==> config.mk <==
export PLATFORM = sky130hd
export DESIGN_NAME = gradient_palette_generator_core
export DESIGN_NICKNAME = d
export VERILOG_FILES = /design/src/hdl/gpg_pkg.sv /design/src/hdl/gradient_palette_generator_core.sv /design/src/hdl/gpg_blend_lane.sv
export SDC_FILE = /design/constraint.sdc
export NUM_CORES = 2
export LEC_CHECK = 0
export ABC_AREA = 1
export BUFFER_PORTS_ARGS = -buffer_cell sky130_fd_sc_hd__buf_4
export CAP_MARGIN = 20
export CORE_UTILIZATION = 54
export DETAILED_ROUTE_END_ITERATION = 6
export GPL_ROUTABILITY_DRIVEN = 0
export PLACE_DENSITY = 0.79
export SLEW_MARGIN = 20
export SYNTH_ARGS = -nofsm -noshare
export SYNTH_HDL_FRONTEND = slang
export SYNTH_SLANG_ARGS = --single-unit
==> constraint.sdc <==
create_clock -name clk -period 24.4 [get_ports clk]
set_input_delay 3.66 -clock clk [delete_from_list [all_inputs] [get_ports clk]]
set_output_delay 3.66 -clock clk [all_outputs]
set_load 0.03 [all_outputs]
==> src/hdl/gpg_pkg.sv <==
// Shared types and constants for the gradient palette generator.
`default_nettype none
package gpg_pkg;

  localparam int CHAN_W     = 8;
  localparam int COLOR_W    = 32;
  localparam int INDEX_W    = 4;
  localparam int BWIDTH_W   = 10;
  localparam int COUNT_W    = 5;
  localparam int SCALE_W    = 8;
  localparam int ENTRY_W    = 22;
  localparam int CFG_IDX_W  = 2;
  localparam int CFG_DATA_W = 8;
  localparam int DIV_CNT_W  = 3;

  localparam logic [DIV_CNT_W-1:0] DIV_LAST = 3'd7;
  localparam logic [CHAN_W-1:0]    ALPHA    = 8'hFF;

  localparam logic FUNC_WRITE = 1'b0;
  localparam logic FUNC_NEXT  = 1'b1;

  typedef enum logic [CFG_IDX_W-1:0] {
    CFG_BAND_COUNT  = 2'd0,
    CFG_REPEAT_MODE = 2'd1,
    CFG_SCALE       = 2'd2
  } cfg_reg_t;

  typedef enum logic [2:0] {
    ST_IDLE,
    ST_SEEK_RD,
    ST_SEEK_CHK,
    ST_NEXT_RD,
    ST_MUL,
    ST_LOAD,
    ST_DIV,
    ST_PACK
  } state_t;

  typedef struct packed {
    logic mul;
    logic load;
    logic shift;
  } lane_ctrl_t;

endpackage
`default_nettype wire

==> src/hdl/gradient_palette_generator_core.sv <==
// Top level of the gradient palette generator: band table, sequencer, blend lanes.
//
//  channel  | signals                                            | handshake
//  ---------+----------------------------------------------------+------------------------
//  request  | func band_index band_color band_width band_mode    | start && !busy
//  result   | color entry_index last_entry                       | done, one cycle, no stall
//  config   | cfg_index cfg_data                                 | cfg_wr_en
//
//  A write request is stored from the idle state without going busy. A next-entry
//  request walks the band table twice (find the current entry, then look ahead
//  for the palette end), visiting each band slot through the registered table
//  read. A linear entry adds the next-band read, multiply, load, the 8-step
//  restoring division and a pack step; multiply, load and division run in
//  parallel in three channel lanes. Reset clears position and returns registers
//  to their defaults; the band table is undefined until written.
`default_nettype none
module gradient_palette_generator_core #(
  parameter int MAX_BANDS  = 16,
  parameter int WIDTH_BITS = 10
) (
  input  wire logic                          clk,
  input  wire logic                          rst,
  input  wire logic                          start,
  output logic                               busy,
  input  wire logic                          func,
  input  wire logic [gpg_pkg::INDEX_W-1:0]   band_index,
  input  wire logic [gpg_pkg::COLOR_W-1:0]   band_color,
  input  wire logic [gpg_pkg::BWIDTH_W-1:0]  band_width,
  input  wire logic                          band_mode,
  input  wire logic                          cfg_wr_en,
  input  wire logic [gpg_pkg::CFG_IDX_W-1:0] cfg_index,
  input  wire logic [gpg_pkg::CFG_DATA_W-1:0] cfg_data,
  output logic                               done,
  output logic      [gpg_pkg::COLOR_W-1:0]   color,
  output logic      [gpg_pkg::ENTRY_W-1:0]   entry_index,
  output logic                               last_entry
);
  import gpg_pkg::*;

  localparam int BW  = (MAX_BANDS > 1) ? $clog2(MAX_BANDS) : 1;
  localparam int BCW = $clog2(MAX_BANDS + 1);
  localparam int SW  = WIDTH_BITS + SCALE_W;

  logic [COLOR_W-1:0]    mem_color [MAX_BANDS];
  logic [WIDTH_BITS-1:0] mem_width [MAX_BANDS];
  logic                  mem_mode  [MAX_BANDS];
  logic [COLOR_W-1:0]    rd_color;
  logic [WIDTH_BITS-1:0] rd_width;
  logic                  rd_mode;
  logic [BW-1:0]         rd_addr;
  logic                  mem_we;

  logic [COUNT_W-1:0] band_count;
  logic               repeat_mode;
  logic [SCALE_W-1:0] scale;

  state_t               state, state_next;
  logic [BCW-1:0]       band, band_next;
  logic [SW-1:0]        step, step_next;
  logic                 pass, pass_next;
  logic                 restarted, restarted_next;
  logic [ENTRY_W-1:0]   entry_cnt, entry_cnt_next;
  logic [BCW-1:0]       cur_band, cur_band_next;
  logic [SW-1:0]        cur_step, cur_step_next;
  logic [DIV_CNT_W-1:0] div_cnt, div_cnt_next;
  logic                 done_next;
  logic                 last_next;

  logic [3*CHAN_W-1:0] c1_hold;
  logic [COLOR_W-1:0]  color_hold;
  logic [SW-1:0]       w_hold;

  logic [BCW-1:0]    n_used;
  logic [BCW-1:0]    nb;
  logic              last_band;
  logic              raw_band;
  logic [SW-1:0]     entries;
  lane_ctrl_t        lane_ctrl;
  logic [CHAN_W-1:0] q_r, q_g, q_b;

  assign n_used = (band_count == '0) ? BCW'(1) :
                  ((32'(band_count) > MAX_BANDS) ? BCW'(MAX_BANDS) : BCW'(band_count));
  assign last_band = (band == n_used - BCW'(1));
  assign raw_band  = (!repeat_mode && last_band) || !rd_mode;
  assign entries   = (!repeat_mode && last_band) ? SW'(1) : SW'(rd_width) * SW'(scale);
  assign nb        = ((band + BCW'(1)) < n_used) ? band + BCW'(1) : '0;
  assign busy      = (state != ST_IDLE);

  always_ff @(posedge clk) begin
    if (mem_we) begin
      mem_color[BW'(band_index)] <= band_color;
      mem_width[BW'(band_index)] <= WIDTH_BITS'(band_width);
      mem_mode[BW'(band_index)]  <= band_mode;
    end
    rd_color <= mem_color[rd_addr];
    rd_width <= mem_width[rd_addr];
    rd_mode  <= mem_mode[rd_addr];
  end

  always_ff @(posedge clk) begin
    if (rst) begin
      band_count  <= COUNT_W'(1);
      repeat_mode <= 1'b1;
      scale       <= SCALE_W'(1);
    end else if (cfg_wr_en) begin
      case (cfg_index)
        CFG_BAND_COUNT:  band_count  <= cfg_data[COUNT_W-1:0];
        CFG_REPEAT_MODE: repeat_mode <= cfg_data[0];
        CFG_SCALE:       scale       <= cfg_data[SCALE_W-1:0];
        default:         band_count  <= band_count;
      endcase
    end
  end

  always_ff @(posedge clk) begin
    if (rst) begin
      state     <= ST_IDLE;
      band      <= '0;
      step      <= '0;
      pass      <= 1'b0;
      restarted <= 1'b0;
      entry_cnt <= '0;
      cur_band  <= '0;
      cur_step  <= '0;
      div_cnt   <= '0;
      done      <= 1'b0;
    end else begin
      state     <= state_next;
      band      <= band_next;
      step      <= step_next;
      pass      <= pass_next;
      restarted <= restarted_next;
      entry_cnt <= entry_cnt_next;
      cur_band  <= cur_band_next;
      cur_step  <= cur_step_next;
      div_cnt   <= div_cnt_next;
      done      <= done_next;
    end
  end

  always_ff @(posedge clk) begin
    if (state == ST_SEEK_CHK && !pass && step < entries) begin
      c1_hold <= rd_color[3*CHAN_W-1:0];
      w_hold  <= entries;
      if (raw_band) begin
        color_hold <= rd_color;
      end
    end
    if (state == ST_PACK) begin
      color_hold <= {ALPHA, q_r, q_g, q_b};
    end
    if (done_next) begin
      color       <= color_hold;
      entry_index <= entry_cnt;
      last_entry  <= last_next;
    end
  end

  always_comb begin
    state_next     = state;
    band_next      = band;
    step_next      = step;
    pass_next      = pass;
    restarted_next = restarted;
    entry_cnt_next = entry_cnt;
    cur_band_next  = cur_band;
    cur_step_next  = cur_step;
    div_cnt_next   = div_cnt;
    done_next      = 1'b0;
    last_next      = 1'b0;
    rd_addr        = band[BW-1:0];
    lane_ctrl      = '0;
    mem_we         = 1'b0;
    case (state)
      ST_IDLE: begin
        if (start) begin
          if (func == FUNC_NEXT) begin
            band_next      = cur_band;
            step_next      = cur_step;
            pass_next      = 1'b0;
            restarted_next = 1'b0;
            state_next     = ST_SEEK_RD;
          end else begin
            mem_we = (32'(band_index) < MAX_BANDS);
          end
        end
      end
      ST_SEEK_RD: begin
        if (band >= n_used) begin
          if (pass) begin
            done_next      = 1'b1;
            last_next      = 1'b1;
            cur_band_next  = '0;
            cur_step_next  = '0;
            entry_cnt_next = '0;
            state_next     = ST_IDLE;
          end else if (!restarted) begin
            band_next      = '0;
            step_next      = '0;
            restarted_next = 1'b1;
            entry_cnt_next = '0;
          end else begin
            cur_band_next = '0;
            cur_step_next = '0;
            state_next    = ST_IDLE;
          end
        end else begin
          state_next = ST_SEEK_CHK;
        end
      end
      ST_SEEK_CHK: begin
        if (step < entries) begin
          if (pass) begin
            done_next      = 1'b1;
            cur_band_next  = band;
            cur_step_next  = step;
            entry_cnt_next = entry_cnt + ENTRY_W'(1);
            state_next     = ST_IDLE;
          end else if (raw_band) begin
            step_next  = step + SW'(1);
            pass_next  = 1'b1;
            state_next = ST_SEEK_RD;
          end else begin
            state_next = ST_NEXT_RD;
          end
        end else begin
          band_next  = band + BCW'(1);
          step_next  = '0;
          state_next = ST_SEEK_RD;
        end
      end
      ST_NEXT_RD: begin
        rd_addr    = nb[BW-1:0];
        state_next = ST_MUL;
      end
      ST_MUL: begin
        lane_ctrl.mul = 1'b1;
        state_next    = ST_LOAD;
      end
      ST_LOAD: begin
        lane_ctrl.load = 1'b1;
        div_cnt_next   = '0;
        state_next     = ST_DIV;
      end
      ST_DIV: begin
        lane_ctrl.shift = 1'b1;
        div_cnt_next    = div_cnt + DIV_CNT_W'(1);
        if (div_cnt == DIV_LAST) begin
          state_next = ST_PACK;
        end
      end
      ST_PACK: begin
        step_next  = step + SW'(1);
        pass_next  = 1'b1;
        state_next = ST_SEEK_RD;
      end
      default: begin
        state_next = ST_IDLE;
      end
    endcase
  end

  gpg_blend_lane #(.SW(SW)) u_lane_r (
    .clk  (clk),
    .ctrl (lane_ctrl),
    .c1   (c1_hold[23:16]),
    .c2   (rd_color[23:16]),
    .w    (w_hold),
    .s    (step),
    .q    (q_r)
  );

  gpg_blend_lane #(.SW(SW)) u_lane_g (
    .clk  (clk),
    .ctrl (lane_ctrl),
    .c1   (c1_hold[15:8]),
    .c2   (rd_color[15:8]),
    .w    (w_hold),
    .s    (step),
    .q    (q_g)
  );

  gpg_blend_lane #(.SW(SW)) u_lane_b (
    .clk  (clk),
    .ctrl (lane_ctrl),
    .c1   (c1_hold[7:0]),
    .c2   (rd_color[7:0]),
    .w    (w_hold),
    .s    (step),
    .q    (q_b)
  );

endmodule
`default_nettype wire

==> src/hdl/gpg_blend_lane.sv <==
// One color channel: blend products and a bit-serial rounded division.
`default_nettype none
module gpg_blend_lane #(
  parameter int SW = 18
) (
  input  wire logic                      clk,
  input  wire gpg_pkg::lane_ctrl_t       ctrl,
  input  wire logic [gpg_pkg::CHAN_W-1:0] c1,
  input  wire logic [gpg_pkg::CHAN_W-1:0] c2,
  input  wire logic [SW-1:0]             w,
  input  wire logic [SW-1:0]             s,
  output logic      [gpg_pkg::CHAN_W-1:0] q
);
  import gpg_pkg::*;

  localparam int PW = SW + CHAN_W;
  localparam int NW = SW + CHAN_W + 1;

  logic [PW-1:0] p1;
  logic [PW-1:0] p2;
  logic [NW-1:0] rem;
  logic [NW-1:0] dvs;
  logic [PW-1:0] sum;
  logic          fits;

  assign sum  = p1 + p2;
  assign fits = (rem >= dvs);

  always_ff @(posedge clk) begin
    if (ctrl.mul) begin
      p1 <= PW'(c1) * PW'(w - s);
      p2 <= PW'(c2) * PW'(s);
    end
    if (ctrl.load) begin
      rem <= NW'({sum, 1'b0}) + NW'(w);
      dvs <= NW'(w) << CHAN_W;
      q   <= '0;
    end else if (ctrl.shift) begin
      if (fits) begin
        rem <= rem - dvs;
      end
      q   <= {q[CHAN_W-2:0], fits};
      dvs <= dvs >> 1;
    end
  end

endmodule
`default_nettype wire

* Word-level counts from Yosys, hierarchy flattened
Memories as Yosys holds them, arrays and structs flattened. A register that Yosys moved wholly into a read port is not among the register bits. Cells that the tools add are included. Widths: inputs -> output; s select.
Word-level totals: flip-flop bits (word level) 559, latch bits 0, RAM bits 688, memory bits (read-only) 0, bits of input ports 62, output and inout port bits 57, word-level logic and storage cells 222, memories 3
Operators by class: add/sub/neg operators 15, multipliers 7, div/mod/pow operators 0, $lt $le $gt $ge 7, eq/ne operators 25, shift operators 0, muxes and demuxes 89, bitwise logic cells 0, reductions and logical operators 38
Memory list:
- mem_color | words 16, width 32, rd ports 1, clocked after Yosys merged registers in 1, write ports 1, line gradient_palette_generator_core.sv:44 | logic [COLOR_W-1:0] mem_color [MAX_BANDS];
- mem_width | words 16, width 10, rd ports 1, clocked after Yosys merged registers in 1, write ports 1, line gradient_palette_generator_core.sv:45 | logic [WIDTH_BITS-1:0] mem_width [MAX_BANDS];
- mem_mode | words 16, width 1, rd ports 1, clocked after Yosys merged registers in 1, write ports 1, line gradient_palette_generator_core.sv:46 | logic mem_mode [MAX_BANDS];
Operators by type and width (number):
- $mux 18 | 14
- $mux 27 | 9
- $mux 26 | 6
- $mux 22 | 5
- $add 27x18->27 | 3
- $ge 27x26->1 | 3
- $sub 27x26->27 | 3
- $add 26x26->26 | 3
- $mul 8x18->26 | 3
- $mul 8x26->26 | 3
- $mux 24 | 3
- $pmux 18 s4 | 1
- $mux 5 | 13
- $pmux 22 s2 | 1
- $pmux 18 s2 | 1
- $pmux 3 s8 | 1
- $add 22x1->22 const B | 1
- $mux 3 | 7
- $sub 18x18->19 | 1
- $add 18x1->18 const B | 1
- $lt 18x18->1 | 1
- $mul 10x8->18 | 1
- $mux 1 | 18
- $reduce_bool 2->1 | 9
- other kinds (36) | 70

* Longest topological paths before layout
depth in word-level cells 11, mapped depth 39, gate-level depth less buffers 37

* Modules after synthesis
Synthesis repeated with hierarchy kept, for this count alone.
Unflattened totals: cells, all modules 11443, area, all modules 98618.3 µm²
By module, submodules not included:
- gradient_palette_generator_core | instances 1, cells each 3949, area each 42349.4 µm², seq. area each 27136.0 µm²
- gpg_blend_lane (u_lane_r) | instances 1, cells each 2505, area each 18863.1 µm², seq. area each 3233.1 µm²
- gpg_blend_lane (u_lane_b) | instances 1, cells each 2506, area each 18719.2 µm², seq. area each 3233.1 µm²
- gpg_blend_lane (u_lane_g) | instances 1, cells each 2483, area each 18686.7 µm², seq. area each 3233.1 µm²

* Least setup slack after synthesis
OpenSTA, ideal clock, no wires.
path type reg-to-reg, start point register state[2], end point register u_lane_b.p1[0], enable pin, setup time 0.675 ns, arrival 7.213 ns, data required time 23.725 ns, setup slack 16.512 ns, cell stages (with the launch flop) 5, buffers on the path 0, clock period less this slack 7.888 ns, cells stage by stage dfxtp_1 inv_1 nor2_1 inv_1 nor2_1
Between the ends: longest elaborated chain between the ends 2
RTL lines:
- from (decl) | line gradient_palette_generator_core.sv:57 | state_t state, state_next;
- from (signal assigned) | line gradient_palette_generator_core.sv:128 | state <= state_next;
- $eq 3x3->1 | line gradient_palette_generator_core.sv:174 | case (state)
- $mux 1 | line gradient_palette_generator_core.sv:174
- to (signal assigned) | line gpg_blend_lane.sv:31 | p1 <= PW'(c1) * PW'(w - s);
- to (decl) | line gpg_blend_lane.sv:19 | logic [PW-1:0] p1;
Every way passes these cells. A chain may end at the register's enable or synchronous reset.

* Final worst setup path
start point register scale[2], end point register color_hold[8], enable pin
Between the ends: longest elaborated chain between the ends 6
RTL lines:
- from (decl) | line gradient_palette_generator_core.sv:55 | logic [SCALE_W-1:0] scale;
- from (signal assigned) | line gradient_palette_generator_core.sv:109 | CFG_SCALE: scale <= cfg_data[SCALE_W-1:0];
- $mul 10x8->18 | line gradient_palette_generator_core.sv:85 | assign entries = (!repeat_mode && last_band) ? SW'(1) : SW'(rd_width) * SW'(scale);
- $mux 18 | line gradient_palette_generator_core.sv:85
- $lt 18x18->1 | line gradient_palette_generator_core.sv:142 | if (state == ST_SEEK_CHK && !pass && step < entries) begin
- $logic_and 1x1->1 | line gradient_palette_generator_core.sv:142
- $reduce_bool 2->1 (no source line)
- $reduce_and 2->1 (no source line)
- to (signal assigned) | line gradient_palette_generator_core.sv:146 | color_hold <= rd_color;
- to (signal assigned) | line gradient_palette_generator_core.sv:150 | color_hold <= {ALPHA, q_r, q_g, q_b};
- to (decl) | line gradient_palette_generator_core.sv:70 | logic [COLOR_W-1:0] color_hold;
Every way passes these cells.

==> metrics.csv <==
stage,metric,value,unit
setup_path,path_class,reg2reg,
global_routing,antenna_found_initial,20,
clock_tree,clockBufferDepth,3,
outcome,status,finished with violations,
die,dieArea,169000,um2
clock_tree,path_clk_slew,0.06,ns
clock_tree,cts.repair.resized,0,
setup_path,r2r_end,color_hold[8]$_DFFE_PP_,
sta,hold_violations,0,
route,viasPerCell,5.89,
die,die_h,411,um
cells_and_area,syn_to_final_growth,7.83,%
setup_path,arrival,8.48,ns
global_routing,grt_pass1_wl,391000,um
route,dr.pass1.iters,7,
setup_path,reg2reg_from,scale[2]$_SDFFE_PP0P_,
logic_synthesis,ys_warn_count,0,
route,routed_wl,254000,um
cells_and_area,drive_gt1_frac,0.0505,
sta,setup-tns-final,0,ns
route,num_vias,71741,
setup_path,slowest_stage,nand2_1,
outcome,failed_checks,DRC,
sta,fin_crit_sh,0.331,
logic_synthesis,yosysUniqueCellTypes,61,
clock_tree,hold_buffers,0,
global_routing,grt_pass1_vias,70409,
logic_synthesis,synthArstFlopShare,0,
die,die_w,411,um
sta,finalMaxSlewViolations,0,
setup_path,cp-startpoint,scale[2]$_SDFFE_PP0P_,
logic_synthesis,yosysSeqAreaShare,0.393,
die,io_pins,119,
setup_path,cp_max_fo,51,
cells_and_area,final_nets,11177,
global_routing,overflow,0,
placement,hpwl,176000,um
clock_tree,cts.sinks,1238,
logic_synthesis,ys.flop_type,edfxtp_1,
route,postRouteAntennaNets,0,
sta,max_freq,0.124,GHz
route,avgRoutedWirePerCell,20.8,um
min_path,hold_class,reg2reg,
clock_tree,cts_tree,built,
sta,period_needed,8.07,ns
sta,setup_violations,0,
logic_synthesis,ys_seq_elements,1238,
global_routing,grt_use_total,0.299,
logic_synthesis,postSynthAreaPerCell,9.06,um2
sta,tightestPinTransition,1.13,ns
sta,rsz0062_at_grt,no,
global_routing,grt_start_max_net_pins,261,
flow_run,drv_cap,0,
setup_path,max_stage_delay,0.82,ns
setup_path,required,24.81,ns
setup_path,critPathLaunchType,flop,
die,rows,149,
clock_tree,ctsHtreeMaxLevel,3,
logic_synthesis,synthesis.nets,11237,
setup_path,reg2reg_depth,31,
route,first_iter_violations,8217,
logic_synthesis,synthCells,9945,
route,remaining_drc_errors,52,
sta,slew-limit-headroom,0.249,
setup_path,reg2reg_slack,16.33,ns
clock_tree,cts_root_buffer,clkbuf_16,
placement,dp_slack,16.52,ns
sta,setup_ws,16.33,ns
placement,port_buffers,118,
setup_path,cp-endpoint,color_hold[8]$_DFFE_PP_,
clock_tree,cts_buffers,120,
setup_path,crit_path_end_kind,flop,
die,core,165000,um2
clock_tree,post_cts_buffers,0,
setup_path,path_common_cell,nand2_1,
clock_tree,clock_latency,0.82,ns
die,start_util,0.545,
logic_synthesis,synth-edff-count,1064,
logic_synthesis,syn_area,90100,um2
sta,fin_skew,0.0713,ns
[worst min-delay path by stage]
stage                                  start                   to  cells after the start
global route         color_hold[2]$_DFFE_PP_   color[2]$_DFFE_PP_                      0
global placement    color_hold[13]$_DFFE_PP_  color[13]$_DFFE_PP_                      0
floorplan            color_hold[0]$_DFFE_PP_   color[0]$_DFFE_PP_                      0
CTS                 color_hold[23]$_DFFE_PP_  color[23]$_DFFE_PP_                      0
finish              color_hold[23]$_DFFE_PP_  color[23]$_DFFE_PP_                      0
detailed placement   color_hold[9]$_DFFE_PP_   color[9]$_DFFE_PP_                      0
[layer usage]
layer,track usage,up-vias,share of wire
li1,-,32352,-
met1,0.367,34155,0.36
met2,0.475,4143,0.45
met3,0.0763,1069,0.11
met4,0.182,22,0.071
met5,0,-,0.00052
[layout make-up]
class	count	area [um2]
inverters	1734	6520
clock buffers	156	3300
fillers	13296	68200
diodes	11	27.5
multi-input cells	6579	46800
repair buffers	212	1610
clock inverters	70	796
flip-flops and latches	1238	35400
well taps	2189	2740
[cells in the final DEF (no fill, tap or decap), types with 36 or more instances in the layout]
| cell | synthesis | routed |
|---|---|---|
| nand4_1 | 73 | 73 |
| o211ai_1 | 195 | 195 |
| nand2_1 | 1935 | 1932 |
| nor2_1 | 645 | 627 |
| or2_2 | 40 | 40 |
| buf_4 | 8 | 210 |
| o21ai_0 | 547 | 547 |
| o21bai_1 | 39 | 39 |
| nor3_1 | 70 | 69 |
| inv_1 | 1723 | 1722 |
| fa_1 | 697 | 697 |
| o21ai_1 | 46 | 46 |
| xor2_1 | 207 | 207 |
| xnor2_1 | 94 | 93 |
| dfxtp_1 | 174 | 173 |
| o22ai_1 | 38 | 36 |
| a21oi_1 | 686 | 686 |
| edfxtp_1 | 1064 | 1064 |
| ha_1 | 533 | 533 |
| clkbuf_16 | 0 | 124 |
| nand3_1 | 540 | 540 |
[Yosys cell counts, types with 6 or more instances]
master	n	area, um2
xnor2_1	94	823
o21a_1	19	143
nand4_1	73	457
fa_1	697	14000
o21bai_1	39	293
xor2_1	207	1810
nor2_1	645	2420
buf_4	8	60.1
nor4_1	20	125
o21ai_1	46	230
nand2_1	1935	7260
nand3b_1	7	52.6
o221ai_1	7	61.3
edfxtp_1	1064	32000
inv_1	1723	6470
o211ai_1	195	1460
o22ai_1	38	238
o21ai_0	547	2740
or2_2	40	250
buf_1	44	165
nand3_1	540	2700
nand2_2	8	50.1
buf_2	56	280
dfxtp_1	174	3480
ha_1	533	6670
a21o_1	24	180
clkbuf_1	282	1060
a211oi_1	6	45.0
a21oi_1	686	3430
nor3_1	70	350
a31oi_1	33	206
o31ai_1	9	67.6
a21boi_0	19	143
[sequential cells by signal, summed over array words and instances, names as in the netlist, 27 cells and up]
signal	flops
mem_color	512
u_lane_r.rem	27
u_lane_g.rem	27
mem_width	160
color_hold	32
color	32
rd_color	32
u_lane_b.rem	27
[critical path: cells and delay by family, from the launching register on]
family / cells / cell delay, ns
compound gates: 5 / 0.98
buf+inv: 5 / 0.89
fa+ha+maj: 6 / 2.57
flops: 1 / 0.55
simple gates: 15 / 2.67
[metrics by stage]
stage | utilization | cell area (um2) | hold WS [ns] | instances
global route | 0.588 | 97200 | 0.428 | 12180
detailed placement | 0.563 | 93100 | 0.405 | 11952
floorplan | - | 90100 | 0.400 | 9945
global placement | 0.563 | 93000 | 0.404 | 11952
CTS | 0.587 | 97100 | 0.418 | 12178
finish | 0.588 | 97200 | 0.419 | 12189
[cell families after synthesis]
| kind of cell | Yosys count | synth area share |
|---|---|---|
| simple gates | 3363 | 0.154 |
| buf+inv | 2128 | 0.0901 |
| compound gates | 1685 | 0.104 |
| flops | 1238 | 0.393 |
| fa+ha+maj | 1230 | 0.229 |
| xor+xnor | 301 | 0.0293 |
Power is not shown: default switching activity piles up to over one toggle a cycle in this logic, so the estimate is an artifact.
